$ cat src/rtl/core/tpr_pkg.sv
// Package for the period tachometer: widths, constants, register indexes
// and the command and status bundles between controller and datapath.
// Depends on nothing.
package tpr_pkg;

  // Field widths fixed by the interface.
  localparam int unsigned TIME_W     = 32;
  localparam int unsigned RPM_W      = 20;
  localparam int unsigned MIN_IV_W   = 20;
  localparam int unsigned TIMEOUT_W  = 26;
  localparam int unsigned COUNT_W    = 32;
  localparam int unsigned APB_DATA_W = 32;
  localparam int unsigned APB_ADDR_W = 4;

  // Revolutions per minute from a microsecond period: 60 000 000 / period.
  localparam int unsigned DIV_BITS = 26;
  localparam logic [DIV_BITS-1:0] RPM_NUMERATOR = DIV_BITS'(60000000);
  localparam int unsigned DIV_CNT_W = $clog2(DIV_BITS);
  localparam logic [DIV_CNT_W-1:0] DIV_LAST = DIV_CNT_W'(DIV_BITS - 1);

  // Configuration reset values.
  localparam logic [MIN_IV_W-1:0]  MIN_IV_RESET  = MIN_IV_W'(923);
  localparam logic [RPM_W-1:0]     MAX_RPM_RESET = RPM_W'(65000);
  localparam logic [TIMEOUT_W-1:0] TIMEOUT_RESET = TIMEOUT_W'(1000000);

  // Register indexes (word address).
  typedef enum logic [1:0] {
    REG_MIN_INTERVAL = 2'd0,
    REG_MAX_RPM      = 2'd1,
    REG_STOP_TIMEOUT = 2'd2
  } tpr_reg_t;

  // Item kinds.
  localparam logic ACT_EDGE = 1'b0;
  localparam logic ACT_POLL = 1'b1;

  // Commands from the controller to the datapath.
  typedef struct packed {
    logic capture;     // latch the incoming transaction
    logic poll_upd;    // apply the stop timeout
    logic first_edge;  // first edge: count it, record its time
    logic reject;      // debounced edge: record its time only
    logic accept;      // measured edge: count, store interval, start divider
    logic div_step;    // one restoring division step
    logic clamp;       // write the clamped quotient into the speed
    logic load_out;    // move the result into the output register
  } tpr_cmd_t;

  // Status from the datapath to the controller.
  typedef struct packed {
    logic is_poll;
    logic edge_seen;
    logic ge_min;
    logic div_done;
    logic out_free;
  } tpr_sts_t;

endpackage

$ cat src/rtl/core/tpr_ctrl.sv
// Controller of the period tachometer: sequences capture, decision,
// division and result hand-over. Depends on tpr_pkg.
module tpr_ctrl (
  input  logic              clk,
  input  logic              rst_n,
  input  logic              in_valid,
  output logic              in_ready,
  input  tpr_pkg::tpr_sts_t sts,
  output tpr_pkg::tpr_cmd_t cmd
);

  typedef enum logic [4:0] {
    ST_IDLE  = 5'b00001,
    ST_EVAL  = 5'b00010,
    ST_DIV   = 5'b00100,
    ST_CLAMP = 5'b01000,
    ST_OUT   = 5'b10000
  } tpr_state_t;

  tpr_state_t state_r, state_nxt;

  assign in_ready = (state_r == ST_IDLE);

  // Next state and command decode.
  always_comb begin
    state_nxt = state_r;
    cmd       = '0;
    unique case (state_r)
      ST_IDLE: begin
        if (in_valid) begin
          cmd.capture = 1'b1;
          state_nxt   = ST_EVAL;
        end
      end
      ST_EVAL: begin
        priority if (sts.is_poll) begin
          cmd.poll_upd = 1'b1;
          state_nxt    = ST_OUT;
        end else if (!sts.edge_seen) begin
          cmd.first_edge = 1'b1;
          state_nxt      = ST_OUT;
        end else if (!sts.ge_min) begin
          cmd.reject = 1'b1;
          state_nxt  = ST_OUT;
        end else begin
          cmd.accept = 1'b1;
          state_nxt  = ST_DIV;
        end
      end
      ST_DIV: begin
        cmd.div_step = 1'b1;
        if (sts.div_done) begin
          state_nxt = ST_CLAMP;
        end
      end
      ST_CLAMP: begin
        cmd.clamp = 1'b1;
        state_nxt = ST_OUT;
      end
      ST_OUT: begin
        if (sts.out_free) begin
          cmd.load_out = 1'b1;
          state_nxt    = ST_IDLE;
        end
      end
      default: begin
        state_nxt = ST_IDLE;
      end
    endcase
  end

  // State register.
  always_ff @(posedge clk) begin
    if (!rst_n) begin
      state_r <= ST_IDLE;
    end else begin
      state_r <= state_nxt;
    end
  end

`ifndef SYNTH
  // An accepted transaction is always evaluated in the following cycle.
  a_capture_eval: assert property (@(posedge clk) disable iff (!rst_n)
    (in_valid && in_ready) |=> (state_r == ST_EVAL))
    else $error("accepted transaction not evaluated");

  // The divider finishing leads straight to the clamp.
  a_div_clamp: assert property (@(posedge clk) disable iff (!rst_n)
    (state_r == ST_DIV && sts.div_done) |=> (state_r == ST_CLAMP))
    else $error("division end not followed by clamp");

  // A result is only loaded when the output register can take it.
  a_load_free: assert property (@(posedge clk) disable iff (!rst_n)
    cmd.load_out |-> sts.out_free)
    else $error("result loaded over a pending result");

  // Only a measured edge starts the divider.
  a_div_entry: assert property (@(posedge clk) disable iff (!rst_n)
    $rose(state_r == ST_DIV) |-> $past(cmd.accept))
    else $error("divider entered without a measured edge");
`endif

endmodule

$ cat src/rtl/core/tpr_dp.sv
// Datapath of the period tachometer: configuration registers, edge state,
// serial restoring divider and output register. Depends on tpr_pkg.
module tpr_dp (
  input  logic                              clk,
  input  logic                              rst_n,
  // Configuration port
  input  logic                              psel,
  input  logic                              penable,
  input  logic                              pwrite,
  input  logic [tpr_pkg::APB_ADDR_W-1:0]    paddr,
  input  logic [tpr_pkg::APB_DATA_W-1:0]    pwdata,
  output logic [tpr_pkg::APB_DATA_W-1:0]    prdata,
  // Input payload
  input  logic                              in_action,
  input  logic [tpr_pkg::TIME_W-1:0]        in_time_us,
  // Result channel
  output logic                              out_valid,
  input  logic                              out_ready,
  output logic [tpr_pkg::RPM_W-1:0]         out_rpm,
  output logic                              out_running,
  output logic [tpr_pkg::COUNT_W-1:0]       out_pulse_count,
  output logic [tpr_pkg::TIME_W-1:0]        out_interval_us,
  // Control
  input  tpr_pkg::tpr_cmd_t                 cmd,
  output tpr_pkg::tpr_sts_t                 sts
);

  localparam int unsigned TW = tpr_pkg::TIME_W;
  localparam int unsigned DB = tpr_pkg::DIV_BITS;

  // Configuration registers.
  logic [tpr_pkg::MIN_IV_W-1:0]  min_iv_r;
  logic [tpr_pkg::RPM_W-1:0]     max_rpm_r;
  logic [tpr_pkg::TIMEOUT_W-1:0] timeout_r;
  logic                          cfg_wr;
  logic [1:0]                    reg_idx;

  // Captured transaction and persistent edge state.
  logic                          act_r;
  logic [TW-1:0]                 time_r;
  logic [TW-1:0]                 last_edge_r;
  logic                          seen_r;
  logic [TW-1:0]                 interval_r;
  logic [tpr_pkg::COUNT_W-1:0]   count_r;
  logic [tpr_pkg::RPM_W-1:0]     speed_r;
  logic [TW-1:0]                 since;

  // Divider.
  logic [TW:0]                    rem_r;
  logic [DB-1:0]                  quo_r;
  logic [TW-1:0]                  dvs_r;
  logic [tpr_pkg::DIV_CNT_W-1:0]  cnt_r;
  logic [TW:0]                    trial;
  logic                           fits;
  logic [tpr_pkg::RPM_W-1:0]      clamped;

  // Output register.
  logic                           out_valid_r;
  logic [tpr_pkg::RPM_W-1:0]      out_rpm_r;
  logic                           out_running_r;
  logic [tpr_pkg::COUNT_W-1:0]    out_count_r;
  logic [TW-1:0]                  out_iv_r;

  assign reg_idx = paddr[3:2];
  assign cfg_wr  = psel && penable && pwrite;

  // Register read-back.
  always_comb begin
    unique case (reg_idx)
      tpr_pkg::REG_MIN_INTERVAL: prdata = tpr_pkg::APB_DATA_W'(min_iv_r);
      tpr_pkg::REG_MAX_RPM:      prdata = tpr_pkg::APB_DATA_W'(max_rpm_r);
      tpr_pkg::REG_STOP_TIMEOUT: prdata = tpr_pkg::APB_DATA_W'(timeout_r);
      default:                   prdata = '0;
    endcase
  end

  // Configuration writes.
  always_ff @(posedge clk) begin
    if (!rst_n) begin
      min_iv_r  <= tpr_pkg::MIN_IV_RESET;
      max_rpm_r <= tpr_pkg::MAX_RPM_RESET;
      timeout_r <= tpr_pkg::TIMEOUT_RESET;
    end else if (cfg_wr) begin
      unique case (reg_idx)
        tpr_pkg::REG_MIN_INTERVAL: min_iv_r  <= pwdata[tpr_pkg::MIN_IV_W-1:0];
        tpr_pkg::REG_MAX_RPM:      max_rpm_r <= pwdata[tpr_pkg::RPM_W-1:0];
        tpr_pkg::REG_STOP_TIMEOUT: timeout_r <= pwdata[tpr_pkg::TIMEOUT_W-1:0];
        default: begin
        end
      endcase
    end
  end

  // Time since the last edge, modulo the timestamp range.
  assign since = time_r - last_edge_r;

  assign sts.is_poll   = (act_r == tpr_pkg::ACT_POLL);
  assign sts.edge_seen = seen_r;
  assign sts.ge_min    = (since >= TW'(min_iv_r));
  assign sts.div_done  = (cnt_r == tpr_pkg::DIV_LAST);
  assign sts.out_free  = !out_valid_r || out_ready;

  // Capture of the incoming transaction.
  always_ff @(posedge clk) begin
    if (cmd.capture) begin
      act_r  <= in_action;
      time_r <= in_time_us;
    end
  end

  // Restoring division step: shift in one dividend bit, subtract if it fits.
  assign trial = {rem_r[TW-1:0], quo_r[DB-1]};
  assign fits  = (trial >= {1'b0, dvs_r});

  // Quotient clamped to the maximum speed; a zero period gives zero.
  always_comb begin
    priority if (dvs_r == '0) begin
      clamped = '0;
    end else if (quo_r > DB'(max_rpm_r)) begin
      clamped = max_rpm_r;
    end else begin
      clamped = quo_r[tpr_pkg::RPM_W-1:0];
    end
  end

  // Edge state, speed and divider registers.
  always_ff @(posedge clk) begin
    if (!rst_n) begin
      last_edge_r <= '0;
      seen_r      <= 1'b0;
      interval_r  <= '0;
      count_r     <= '0;
      speed_r     <= '0;
    end else begin
      if (cmd.poll_upd && (since > TW'(timeout_r))) begin
        speed_r <= '0;
      end
      if (cmd.first_edge) begin
        seen_r <= 1'b1;
      end
      if (cmd.first_edge || cmd.accept) begin
        count_r <= count_r + 1'b1;
      end
      if (cmd.first_edge || cmd.reject || cmd.accept) begin
        last_edge_r <= time_r;
      end
      if (cmd.accept) begin
        interval_r <= since;
      end
      if (cmd.clamp) begin
        speed_r <= clamped;
      end
    end
  end

  always_ff @(posedge clk) begin
    if (cmd.accept) begin
      rem_r <= '0;
      quo_r <= tpr_pkg::RPM_NUMERATOR;
      dvs_r <= since;
      cnt_r <= '0;
    end else if (cmd.div_step) begin
      rem_r <= fits ? (trial - {1'b0, dvs_r}) : trial;
      quo_r <= {quo_r[DB-2:0], fits};
      cnt_r <= cnt_r + 1'b1;
    end
  end

  // Output register; a new result may be loaded as the old one leaves.
  always_ff @(posedge clk) begin
    if (!rst_n) begin
      out_valid_r <= 1'b0;
    end else if (cmd.load_out) begin
      out_valid_r <= 1'b1;
    end else if (out_ready) begin
      out_valid_r <= 1'b0;
    end
  end

  always_ff @(posedge clk) begin
    if (cmd.load_out) begin
      out_rpm_r     <= speed_r;
      out_running_r <= (speed_r != '0);
      out_count_r   <= count_r;
      out_iv_r      <= interval_r;
    end
  end

  assign out_valid       = out_valid_r;
  assign out_rpm         = out_rpm_r;
  assign out_running     = out_running_r;
  assign out_pulse_count = out_count_r;
  assign out_interval_us = out_iv_r;

endmodule

$ cat src/rtl/core/tachometer_period_rpm.sv
// Top level of the one-pulse-per-revolution period tachometer.
// Depends on tpr_pkg, tpr_ctrl and tpr_dp.
//
//   Channel  Direction  Handshake          Payload
//   in_      input      in_valid/in_ready  in_action, in_time_us
//   out_     output     out_valid/out_ready out_rpm, out_running,
//                                          out_pulse_count, out_interval_us
//   config   input      psel/penable       paddr, pwdata, prdata (APB)
//
// A poll, first edge or debounced edge goes from evaluation to hand-over;
// a measured edge passes the 26-step serial restoring divider and clamp.
// One transaction is in work at a time; the next is taken once the result
// sits in the output register, even while that result waits for out_ready.
// Reset is synchronous, active low, and clears the edge state and speed.
// A stalled output holds the block in its hand-over state.
module tachometer_period_rpm (
  input  logic                              clk,
  input  logic                              rst_n,
  input  logic                              psel,
  input  logic                              penable,
  input  logic                              pwrite,
  input  logic [tpr_pkg::APB_ADDR_W-1:0]    paddr,
  input  logic [tpr_pkg::APB_DATA_W-1:0]    pwdata,
  output logic [tpr_pkg::APB_DATA_W-1:0]    prdata,
  output logic                              pready,
  input  logic                              in_valid,
  output logic                              in_ready,
  input  logic                              in_action,
  input  logic [tpr_pkg::TIME_W-1:0]        in_time_us,
  output logic                              out_valid,
  input  logic                              out_ready,
  output logic [tpr_pkg::RPM_W-1:0]         out_rpm,
  output logic                              out_running,
  output logic [tpr_pkg::COUNT_W-1:0]       out_pulse_count,
  output logic [tpr_pkg::TIME_W-1:0]        out_interval_us
);

  tpr_pkg::tpr_cmd_t cmd;
  tpr_pkg::tpr_sts_t sts;

  // Configuration accesses complete without wait states.
  assign pready = 1'b1;

  tpr_ctrl u_ctrl (
    .clk      (clk),
    .rst_n    (rst_n),
    .in_valid (in_valid),
    .in_ready (in_ready),
    .sts      (sts),
    .cmd      (cmd)
  );

  tpr_dp u_dp (
    .clk             (clk),
    .rst_n           (rst_n),
    .psel            (psel),
    .penable         (penable),
    .pwrite          (pwrite),
    .paddr           (paddr),
    .pwdata          (pwdata),
    .prdata          (prdata),
    .in_action       (in_action),
    .in_time_us      (in_time_us),
    .out_valid       (out_valid),
    .out_ready       (out_ready),
    .out_rpm         (out_rpm),
    .out_running     (out_running),
    .out_pulse_count (out_pulse_count),
    .out_interval_us (out_interval_us),
    .cmd             (cmd),
    .sts             (sts)
  );

endmodule
$ cat config.mk
export PLATFORM = sky130hd
export DESIGN_NAME = tachometer_period_rpm
export DESIGN_NICKNAME = d
export VERILOG_FILES = /design/src/rtl/core/tpr_pkg.sv /design/src/rtl/core/tpr_ctrl.sv /design/src/rtl/core/tpr_dp.sv /design/src/rtl/core/tachometer_period_rpm.sv
export SDC_FILE = /design/constraint.sdc
export NUM_CORES = 1
export LEC_CHECK = 0
export BUFFER_PORTS_ARGS = -buffer_cell sky130_fd_sc_hd__buf_2
export CORE_ASPECT_RATIO = 1.2
export CORE_UTILIZATION = 65
export DETAILED_ROUTE_END_ITERATION = 10
export PLACE_DENSITY = 0.86
export SLEW_MARGIN = 20
export SYNTH_ARGS = -nofsm -noshare
export SYNTH_HDL_FRONTEND = slang
export SYNTH_HIERARCHICAL = 1
export SYNTH_SLANG_ARGS = --single-unit
$ cat constraint.sdc
create_clock -name clk -period 19.2 [get_ports clk]
set_input_delay 1.92 -clock clk [delete_from_list [all_inputs] [get_ports clk]]
set_output_delay 1.92 -clock clk [all_outputs]
set_load 0.02 [all_outputs]
==> impl_metrics.env, run 1 <==
export IMPL_end_kind="register"
export IMPL_drive_gt1_share_pct=13.8
export IMPL_dieHeight_um=197
export IMPL_dieArea_um2=32500
export IMPL_wire_per_inst_um=18.9
export IMPL_route_detailed_drc=0
export IMPL_period_minus_slack_ns=7.24
export IMPL_grt_max_degree=126
export IMPL_worst_pin_slew_ns=1.11
export IMPL_clock_skew_final_ns=0.0193
export IMPL_cp_common_cell="nand4_1"
export IMPL_max_slew_margin_pct=26.0
export IMPL_ys_types=77
export IMPL_io_pins=196
export IMPL_synth_avg_cell_area_um2=9.52
export IMPL_yosysTopAreaCell="dfxtp_1"
export IMPL_routed_wl_um=52000
export IMPL_clk_path_buf_depth=3
export IMPL_fmax_mhz=138
export IMPL_cts_setup_buffers=0
export IMPL_max_stage_delay_ns=0.66
export IMPL_critical_path_top_delay_family="simple AND/OR/NAND/NOR gates"
export IMPL_cap_violations=0
export IMPL_syn_inst=2169
export IMPL_cts_hold_buf=0
export IMPL_slew_viol_final=0
export IMPL_yosysMostFrequentCell="nand2_1"
export IMPL_placed_area_um2=21900
export IMPL_hold_viol=0
export IMPL_antenna_found_initial=2
export IMPL_setup_slack_ns=11.96
export IMPL_synthTopCellsByArea="dfxtp_1 (24%), edfxtp_1 (22%), ha_1 (8.0%)"
export IMPL_pre_cts_slack_ns=12.14
export IMPL_timing_hold_ws_ns=0.434
export IMPL_yosys_warnings=6
export IMPL_hp_class="register to register"
export IMPL_rows=71
export IMPL_crit_type="register to register"
export IMPL_grt_use_total_pct=31.8
export IMPL_start_util_pct=66.0
export IMPL_design_area_um2=23100
export IMPL_num_nets_final=2527
export IMPL_dieWidth_um=165
export IMPL_fin_crit_sh_pct=37.7
export IMPL_place_hpwl_um=36700
export IMPL_ys_async_sr_fraction_pct=0
export IMPL_finalSetupViolCount=0
export IMPL_antenna_cells=0
export IMPL_yosys_area_top_type_share_pct=24.4
export IMPL_syn_area_um2=20600
export IMPL_status="complete, no violations"
export IMPL_clockRootBuffer="clkbuf_16"
export IMPL_critPathRequiredTime_ns=19.64
export IMPL_powerDensity_nw_per_um2=83.5
export IMPL_final_antenna_net_count=0
export IMPL_grt_pass1_wl_um=81100
export IMPL_peakVddDrop_mv=0.0915
export IMPL_clock_latency_ns=0.55
export IMPL_setup_tns_ns=0
export IMPL_ys_top_cells_by_count="nand2_1 (324), dfxtp_1 (252), inv_1 (155)"
export IMPL_crit_path_start_kind="register"
export IMPL_grt_overflow=0
export IMPL_path_buf_inv=1
export IMPL_numCtsBuffers=39
export IMPL_rsz0062_at_grt="no"
export IMPL_yosysSeqAreaShare_pct=46.3
export IMPL_drt_iter0_markers=1426
export IMPL_dp_cells=2677
export IMPL_slowest_stage="buf_4"
export IMPL_cts_tree="built"
export IMPL_h_tree_depth=2
export IMPL_synth_edf_count=150
export IMPL_numClockSinks=402
export IMPL_instances_no_fill=2748
export IMPL_core_um2=31300
export IMPL_portBuffers=180
export IMPL_cts_resized=0
export IMPL_synth_seq_cells=402
export IMPL_p_leak_nw=9.22
export IMPL_first_global_vias=15800
export IMPL_gp_congestion=0.924
export IMPL_clk_pin_slew_ns=0.06
export IMPL_vias_per_cell=6.06
export IMPL_area_delta_synth_final_pct=12.0
export IMPL_critPathArrivalTime_ns=7.68
export IMPL_first_pass_iters=9
export IMPL_synth_ff_type="dfxtp_1"
export IMPL_vias=16700
export IMPL_worstPathMaxFanout=62
-- where the power goes --
group	total, mW	leakage, nW	switching (mW)	internal (mW)
Combinational	0.263	5.09	0.168	0.0952
Sequential	0.915	3.50	0.0109	0.904
Clock	0.753	0.618	0.325	0.428
Total	1.93	9.22	0.504	1.43
-- cells in the final DEF (no fill, tap or decap), drive strengths merged, types with 53 or more instances in the layout --
cell type / count
inv: 157
ha: 132
dfxtp: 252
a21oi: 97
o21ai: 73
xnor2: 57
a21boi: 79
nor2: 135
mux2i: 73
buf: 210
clkbuf: 53
nand2: 324
edfxtp: 150
-- layer usage --
layer	vias up	wire length, um	global-route usage [%]	part of all wire, %
li1	7925	-	-	-
met1	7931	20900	39.5	40
met2	642	25100	53.7	48
met3	151	3190	4.49	6.1
met4	4	2730	15.8	5.3
met5	-	25	0	0.048
-- sequential cells by signal, indices dropped and copies added (netlist names) --
name,count
u_dp/seen_r,1
u_dp/last_edge_r,32
u_dp/rem_r,32
u_dp/timeout_r,26
u_dp/time_r,32
u_dp/out_interval_us,32
u_dp/act_r,1
u_dp/count_r,32
u_dp/max_rpm_r,20
u_dp/min_iv_r,20
u_dp/quo_r,26
u_dp/dvs_r,32
u_dp/interval_r,32
u_dp/speed_r,20
u_ctrl/state_r,5
u_dp/out_valid,1
u_dp/out_rpm,20
u_dp/cnt_r,5
u_dp/out_pulse_count,32
u_dp/out_running,1
-- final cells by class --
type,instances,area [um^2]
Multi-Input combinational cell,1508,10100
Sequential cell,402,9550
Fill cell,2158,8160
Timing Repair Buffer,210,1130
Clock buffer,53,1090
Inverter,156,586
Tap cell,401,502
Clock inverter,18,161
-- final timing paths --
path / start / end / slack (ns) / cells past startpoint
hold / removal: u_dp/interval_r[31] / u_dp/out_interval_us[31] / 0.43 / 0
setup / recovery: u_dp/time_r[7] / u_dp/count_r[27] / 11.96 / 26
hold reg to reg: u_dp/interval_r[31] / u_dp/out_interval_us[31] / 0.43 / 0
setup reg to reg: u_dp/time_r[7] / u_dp/count_r[27] / 11.96 / 26
-- metrics by stage --
step                power (mW)  util [%]
finish                    1.93      73.9
global route              2.00      73.9
CTS                       1.94      73.9
detailed placement        1.19      69.9
global placement          1.18      69.9
floorplan                 1.10         -
-- logic make-up after synthesis --
family | after synthesis | synth area share [%]
AND/OR/NAND/NOR | 742 | 16.8
AO/OA/AOI/OAI | 468 | 16.5
flip-flops | 402 | 46.3
buffers and inverters | 264 | 5.08
adder cells (fa/ha/maj) | 134 | 8.20
XOR/XNOR | 84 | 3.56
multiplexers | 73 | 3.54
other | 2 | 0.0364
Power figures use the tool's default switching activity.
==> run 2, diff against run 1 <==
ABC_AREA = 1   (was default)
CORE_UTILIZATION = 60   (was 65)
PLACE_DENSITY = 0.8   (was 0.86)
clock period = 6.8 ns   (was 19.2 ns; I/O delays follow)
==> run 2 against run 1 <==
Register-to-register slack got worse by 11 ns. Total power grew to 3.1 times the previous value. Cell count grew 20%. Synthesized area rose by 2.9%. Largest power group unchanged. Via count is 11% higher. Combinational power grew to 4.0 times the previous value.
==> impl_metrics.env, run 2 <==
export IMPL_status="complete, no violations"
export IMPL_p_leak_nw=10.9
export IMPL_io_pins=196
export IMPL_layout_common_cells="nand2_1 (511), inv_1 (413), dfxtp_1 (252)"
export IMPL_numClockSinks=402
export IMPL_clock_skew_final_ns=0.0193
export IMPL_cts_tree="built"
export IMPL_dieWidth_um=174
export IMPL_syn_inst=2659
export IMPL_final_antenna_net_count=0
export IMPL_start_util_pct=60.9
export IMPL_antenna_cells=0
export IMPL_cp_common_cell="nand2_1"
export IMPL_portBuffers=180
export IMPL_slew_viol_final=0
export IMPL_worst_pin_slew_ns=1.18
export IMPL_mostFrequentLayoutCell="nand2_1"
export IMPL_ys_top_cells_by_count="nand2_1 (511), inv_1 (413), dfxtp_1 (252)"
export IMPL_end_kind="register"
export IMPL_yosysTopAreaCell="dfxtp_1"
export IMPL_slowest_stage="xnor2_1"
export IMPL_yosysSeqAreaShare_pct=44.9
export IMPL_pre_cts_slack_ns=1.23
export IMPL_clockRootBuffer="clkbuf_16"
export IMPL_ys_types=55
export IMPL_fillCellCount=2936
export IMPL_first_global_vias=17400
export IMPL_grt_max_degree=117
export IMPL_grt_pass1_wl_um=88300
export IMPL_cts_hold_buf=0
export IMPL_cts_setup_buffers=0
export IMPL_synth_ff_type="dfxtp_1"
export IMPL_yosys_warnings=6
export IMPL_grt_use_total_pct=30.4
export IMPL_rsz0062_at_grt="no"
export IMPL_drive_gt1_share_pct=12.7
export IMPL_rows=75
export IMPL_clk_path_buf_depth=3
export IMPL_placed_area_um2=22500
export IMPL_peakVddDrop_mv=0.253
export IMPL_reg2reg_depth=32
export IMPL_h_tree_depth=2
export IMPL_dieArea_um2=36200
export IMPL_route_detailed_drc=0
export IMPL_crit_path_start_kind="register"
export IMPL_place_hpwl_um=40300
export IMPL_timing_hold_ws_ns=0.303
export IMPL_syn_area_um2=21200
export IMPL_clock_latency_ns=0.55
export IMPL_yosysMostFrequentCell="nand2_1"
export IMPL_hold_viol=0
export IMPL_period_minus_slack_ns=5.79
export IMPL_synth_avg_cell_area_um2=7.99
export IMPL_critPathArrivalTime_ns=6.19
export IMPL_cap_violations=0
export IMPL_max_stage_delay_ns=0.71
export IMPL_max_slew_margin_pct=21.0
export IMPL_critPathRequiredTime_ns=7.20
export IMPL_dieHeight_um=208
export IMPL_area_delta_synth_final_pct=12.3
export IMPL_first_pass_iters=6
export IMPL_wire_per_inst_um=16.9
export IMPL_powerDensity_nw_per_um2=248
export IMPL_routed_wl_um=55900
export IMPL_vias=18500
export IMPL_numCtsBuffers=40
export IMPL_setup_tns_ns=0
export IMPL_core_um2=34900
export IMPL_crit_type="register to register"
export IMPL_finalSetupViolCount=0
export IMPL_yosys_area_top_type_share_pct=23.7
export IMPL_ys_async_sr_fraction_pct=0
export IMPL_gp_congestion=0.924
export IMPL_synthTopCellsByArea="dfxtp_1 (24%), edfxtp_1 (21%), nand2_1 (9.0%)"
export IMPL_antenna_found_initial=0
export IMPL_num_nets_final=3020
export IMPL_grt_overflow=0
export IMPL_clk_pin_slew_ns=0.06
export IMPL_synth_edf_count=150
export IMPL_setup_slack_ns=1.01
export IMPL_synth_seq_cells=402
export IMPL_fin_crit_sh_pct=85.1
export IMPL_drt_iter0_markers=1396
export IMPL_worstPathMaxFanout=14
export IMPL_hp_class="input port to register"
export IMPL_vias_per_cell=5.61
export IMPL_design_area_um2=23900
export IMPL_min_path_cells=1
export IMPL_fmax_mhz=173
export IMPL_cts_resized=0
[run 2: cell count changes after synthesis, sizes merged, moves of 73 or more]
cell / delta
inv: +269
nand2: +214
nand3: +141
a21oi: +125
o21ai: +96
nor2: +90
a21boi: -78
mux2i: -73
[run 2: area by class of cell]
cell class              count  area [um^2]  share of cell area, %
repair buffers            204         1110                   4.65
inverters                 426         1600                   6.71
well taps                 462          578                   2.42
flip-flops and latches    402         9550                   40.0
clock buffers              53         1100                   4.62
multi-input cells        1736         9680                   40.6
clock inverters            21          230                  0.965
[run 2: worst paths after layout]
check                       from                       end  slack, ns
min               in_time_us[16]           u_dp/time_r[16]       0.30
max reg2reg       u_dp/time_r[0]          u_dp/count_r[22]       1.01
min reg2reg  u_dp/interval_r[20]  u_dp/out_interval_us[20]       0.43
max               u_dp/time_r[0]          u_dp/count_r[22]       1.01
[run 2: cells by family after synthesis]
logic type | share of synthesized area [%]
buffers and inverters | 9.72
adder cells (fa/ha/maj) | 7.96
XOR/XNOR | 2.02
AND/OR/NAND/NOR | 22.3
other | 0.0354
AO/OA/AOI/OAI | 13.0
flip-flops | 44.9
[run 2: power by group]
group	internal [mW]	leakage, nW	total [mW]	switching, mW
clock	1.30	0.654	2.25	0.943
sequential	2.58	3.40	2.62	0.0362
combinational	0.356	6.88	1.06	0.701
total	4.24	10.9	5.92	1.68
[run 2: per-stage QoR]
step | instances | util (%) | power, mW
final | 3304 | 68.3 | 5.92
after global routing | 3304 | 68.3 | 6.17
after CTS | 3303 | 68.3 | 5.93
after detailed placement | 3229 | 64.5 | 3.70
after global placement | 3229 | 64.5 | 3.66
after floorplan | 2664 | - | 3.36
[run 2: critical path, delay by kind of cell, from the launching register on]
family | cells | cell delay [ns]
compound gates | 4 | 0.56
simple gates | 20 | 2.94
xor+xnor | 1 | 0.71
fa+ha+maj | 3 | 0.76
flops | 1 | 0.32
buf+inv | 4 | 0.33
[run 2: routing by layer]
layer	vias to the layer above	GRT usage [%]	routed length [um]	part of all wire, %
met5	-	0	0	0
met4	0	12.5	2070	3.7
met3	125	3.49	3310	5.9
met2	640	51.6	26800	48
li1	9106	-	-	-
met1	8676	39.3	23800	43
==> run 3, diff against run 2 <==
REMOVE_ABC_BUFFERS = 1   (was default)
==> run 3 against run 2 <==
Hold slack got worse by 0.0061 ns. Clock-buffer cell count increased by 3. First-iteration DRC count increased by 6.2%. Wire length decreased by 3.3%. Register-to-register slack got worse by 0.18 ns. Worst setup slack got worse by 0.18 ns. Global-route usage decreased by 0.71 points. Critical path depth decreased by 3. Clock skew increased by 0.0017 ns.
==> impl_metrics.env, run 3 (synthesized netlist as in run 2, its figures left out) <==
export IMPL_cts_setup_buffers=0
export IMPL_finalSetupViolCount=0
export IMPL_whs_endpoint="u_dp/time_r[29]"
export IMPL_fin_util_pct=68.1
export IMPL_wire_per_inst_um=16.4
export IMPL_reg2reg_from="u_dp/time_r[3]"
export IMPL_clock_latency_ns=0.55
export IMPL_mostFrequentLayoutCell="nand2_1"
export IMPL_instances_no_fill=3294
export IMPL_powerDensity_nw_per_um2=248
export IMPL_clockRootBuffer="clkbuf_16"
export IMPL_period_minus_slack_ns=5.96
export IMPL_clk_path_buf_depth=3
export IMPL_switching_power_mw=1.66
export IMPL_fmax_mhz=168
export IMPL_fillCellCount=2907
export IMPL_p_comb_share_pct=17.2
export IMPL_cp_common_cell="nand2_1"
export IMPL_start_util_pct=60.9
export IMPL_dieArea_um2=36200
export IMPL_core_um2=34900
export IMPL_antenna_found_initial=0
export IMPL_routed_wl_um=54100
export IMPL_rsz0062_at_grt="no"
export IMPL_rows=75
export IMPL_status="complete, no violations"
export IMPL_vias=18500
export IMPL_crit_path_start_kind="register"
export IMPL_num_nets_final=3011
export IMPL_place_hpwl_um=39500
export IMPL_numClockSinks=402
export IMPL_dieWidth_um=174
export IMPL_gp_congestion=0.989
export IMPL_clk_pin_slew_ns=0.06
export IMPL_p_leak_nw=10.9
export IMPL_dp_cells=3221
export IMPL_worst_r2r_setup_slack_ns=0.84
export IMPL_fin_crit_sh_pct=87.7
export IMPL_first_global_vias=17800
export IMPL_hp_class="input port to register"
export IMPL_vias_per_cell=5.62
export IMPL_grt_use_total_pct=29.7
export IMPL_critPathArrivalTime_ns=6.37
export IMPL_cap_violations=0
export IMPL_max_slew_margin_pct=26.5
export IMPL_placed_area_um2=22400
export IMPL_seqPwrFrac_pct=44.4
export IMPL_critPathRequiredTime_ns=7.21
export IMPL_max_stage_delay_ns=0.79
export IMPL_final_antenna_net_count=0
export IMPL_worst_pin_slew_ns=1.10
export IMPL_first_pass_iters=5
export IMPL_sw_frac_of_total_pct=28.1
export IMPL_reg2reg_depth=29
export IMPL_cts_hold_buf=0
export IMPL_slowest_stage="xnor2_1"
export IMPL_end_kind="register"
export IMPL_worstPathMaxFanout=70
export IMPL_layout_common_cells="nand2_1 (510), inv_1 (413), dfxtp_1 (252)"
export IMPL_grt_pass1_wl_um=86700
export IMPL_antenna_cells=0
export IMPL_clock_skew_final_ns=0.0210
export IMPL_grt_max_degree=90
export IMPL_cts_resized=0
export IMPL_drive_gt1_share_pct=12.4
export IMPL_peakVddDrop_mv=0.291
export IMPL_numCtsBuffers=40
export IMPL_multiInputGateArea_um2=9680
export IMPL_pwr_share_clk_pct=38.4
export IMPL_io_pins=196
export IMPL_h_tree_depth=2
export IMPL_r2r_end="u_dp/count_r[22]"
export IMPL_hold_viol=0
export IMPL_intPower_mw=4.24
export IMPL_worstHoldStart="in_time_us[29]"
export IMPL_dieHeight_um=208
export IMPL_portBuffers=180
export IMPL_cts_tree="built"
export IMPL_crit_type="register to register"
export IMPL_min_path_cells=1
export IMPL_drt_iter0_markers=1482
export IMPL_design_area_um2=23800
export IMPL_slew_viol_final=0
export IMPL_grt_overflow=0
export IMPL_route_detailed_drc=0
export IMPL_area_delta_synth_final_pct=11.9
export IMPL_regArea_um2=9550
==> run 3: cell count changes in the layout (fill, tap and decap cells not counted), sizes merged <==
cell | before | now
buf | 204 | 195
clkinv | 14 | 9
clkbuf | 53 | 56
clkinvlp | 2 | 3
==> run 3: worst max-delay path, delay by kind of cell, from the launching register on <==
family                   cells  cell delay [ns]
AND/OR/NAND/NOR             21             3.09
XOR/XNOR                     1             0.79
adder cells (fa/ha/maj)      2             0.69
AO/OA/AOI/OAI                4             0.51
flip-flops                   1             0.40
buffers and inverters        1             0.32
==> run 3: power groups by stage <==
stage | logic (mW) | clock network [mW] | registers, mW
global placement | 0.960 | 0 | 2.67
finish | 1.01 | 2.27 | 2.62
floorplan | 0.673 | 0 | 2.67
global route | 1.13 | 2.38 | 2.62
detailed placement | 0.995 | 0 | 2.67
CTS | 1.00 | 2.30 | 2.62
==> run 3: worst max-delay path by stage <==
stage / from / endpoint / slack (ns) / cells after the start
3_5_place_dp: u_dp/time_r[3] / u_dp/count_r[22] / 1.03 / 29
5_1_grt: u_dp/time_r[0] / u_dp/count_r[22] / 0.40 / 33
2_1_floorplan: out_ready / u_dp/out_interval_us[0] / -2.90 / 4
4_1_cts: u_dp/time_r[3] / u_dp/count_r[22] / 0.93 / 29
6_report: u_dp/time_r[3] / u_dp/count_r[22] / 0.84 / 29
3_3_place_gp: u_dp/time_r[3] / u_dp/count_r[31] / 1.20 / 30
==> run 3: area by class of cell <==
type,count,share of cell area [%]
Tap cell,462,2.43
Timing Repair Buffer,195,4.27
Sequential cell,402,40.2
Inverter,426,6.74
Multi-Input combinational cell,1736,40.7
Clock inverter,17,0.858
Clock buffer,56,4.81
==> run 3: per-layer routing <==
metal	track usage [%]	part of all wire, %	vias up
met5	0	0	-
met3	3.51	5.7	156
met2	53.1	50	654
met1	35.2	40	8634
li1	-	-	9080
met4	14.2	4.5	0
==> run 3: metrics by stage <==
step	hold slack, ns	setup slack [ns]	setup TNS, ns	total power, mW
global route	0.284	0.395	0	6.14
detailed placement	0.416	1.03	0	3.66
finish	0.297	0.838	0	5.90
global placement	0.414	1.20	0	3.63
CTS	0.281	0.928	0	5.91
floorplan	0.403	-2.90	-249.36	3.34
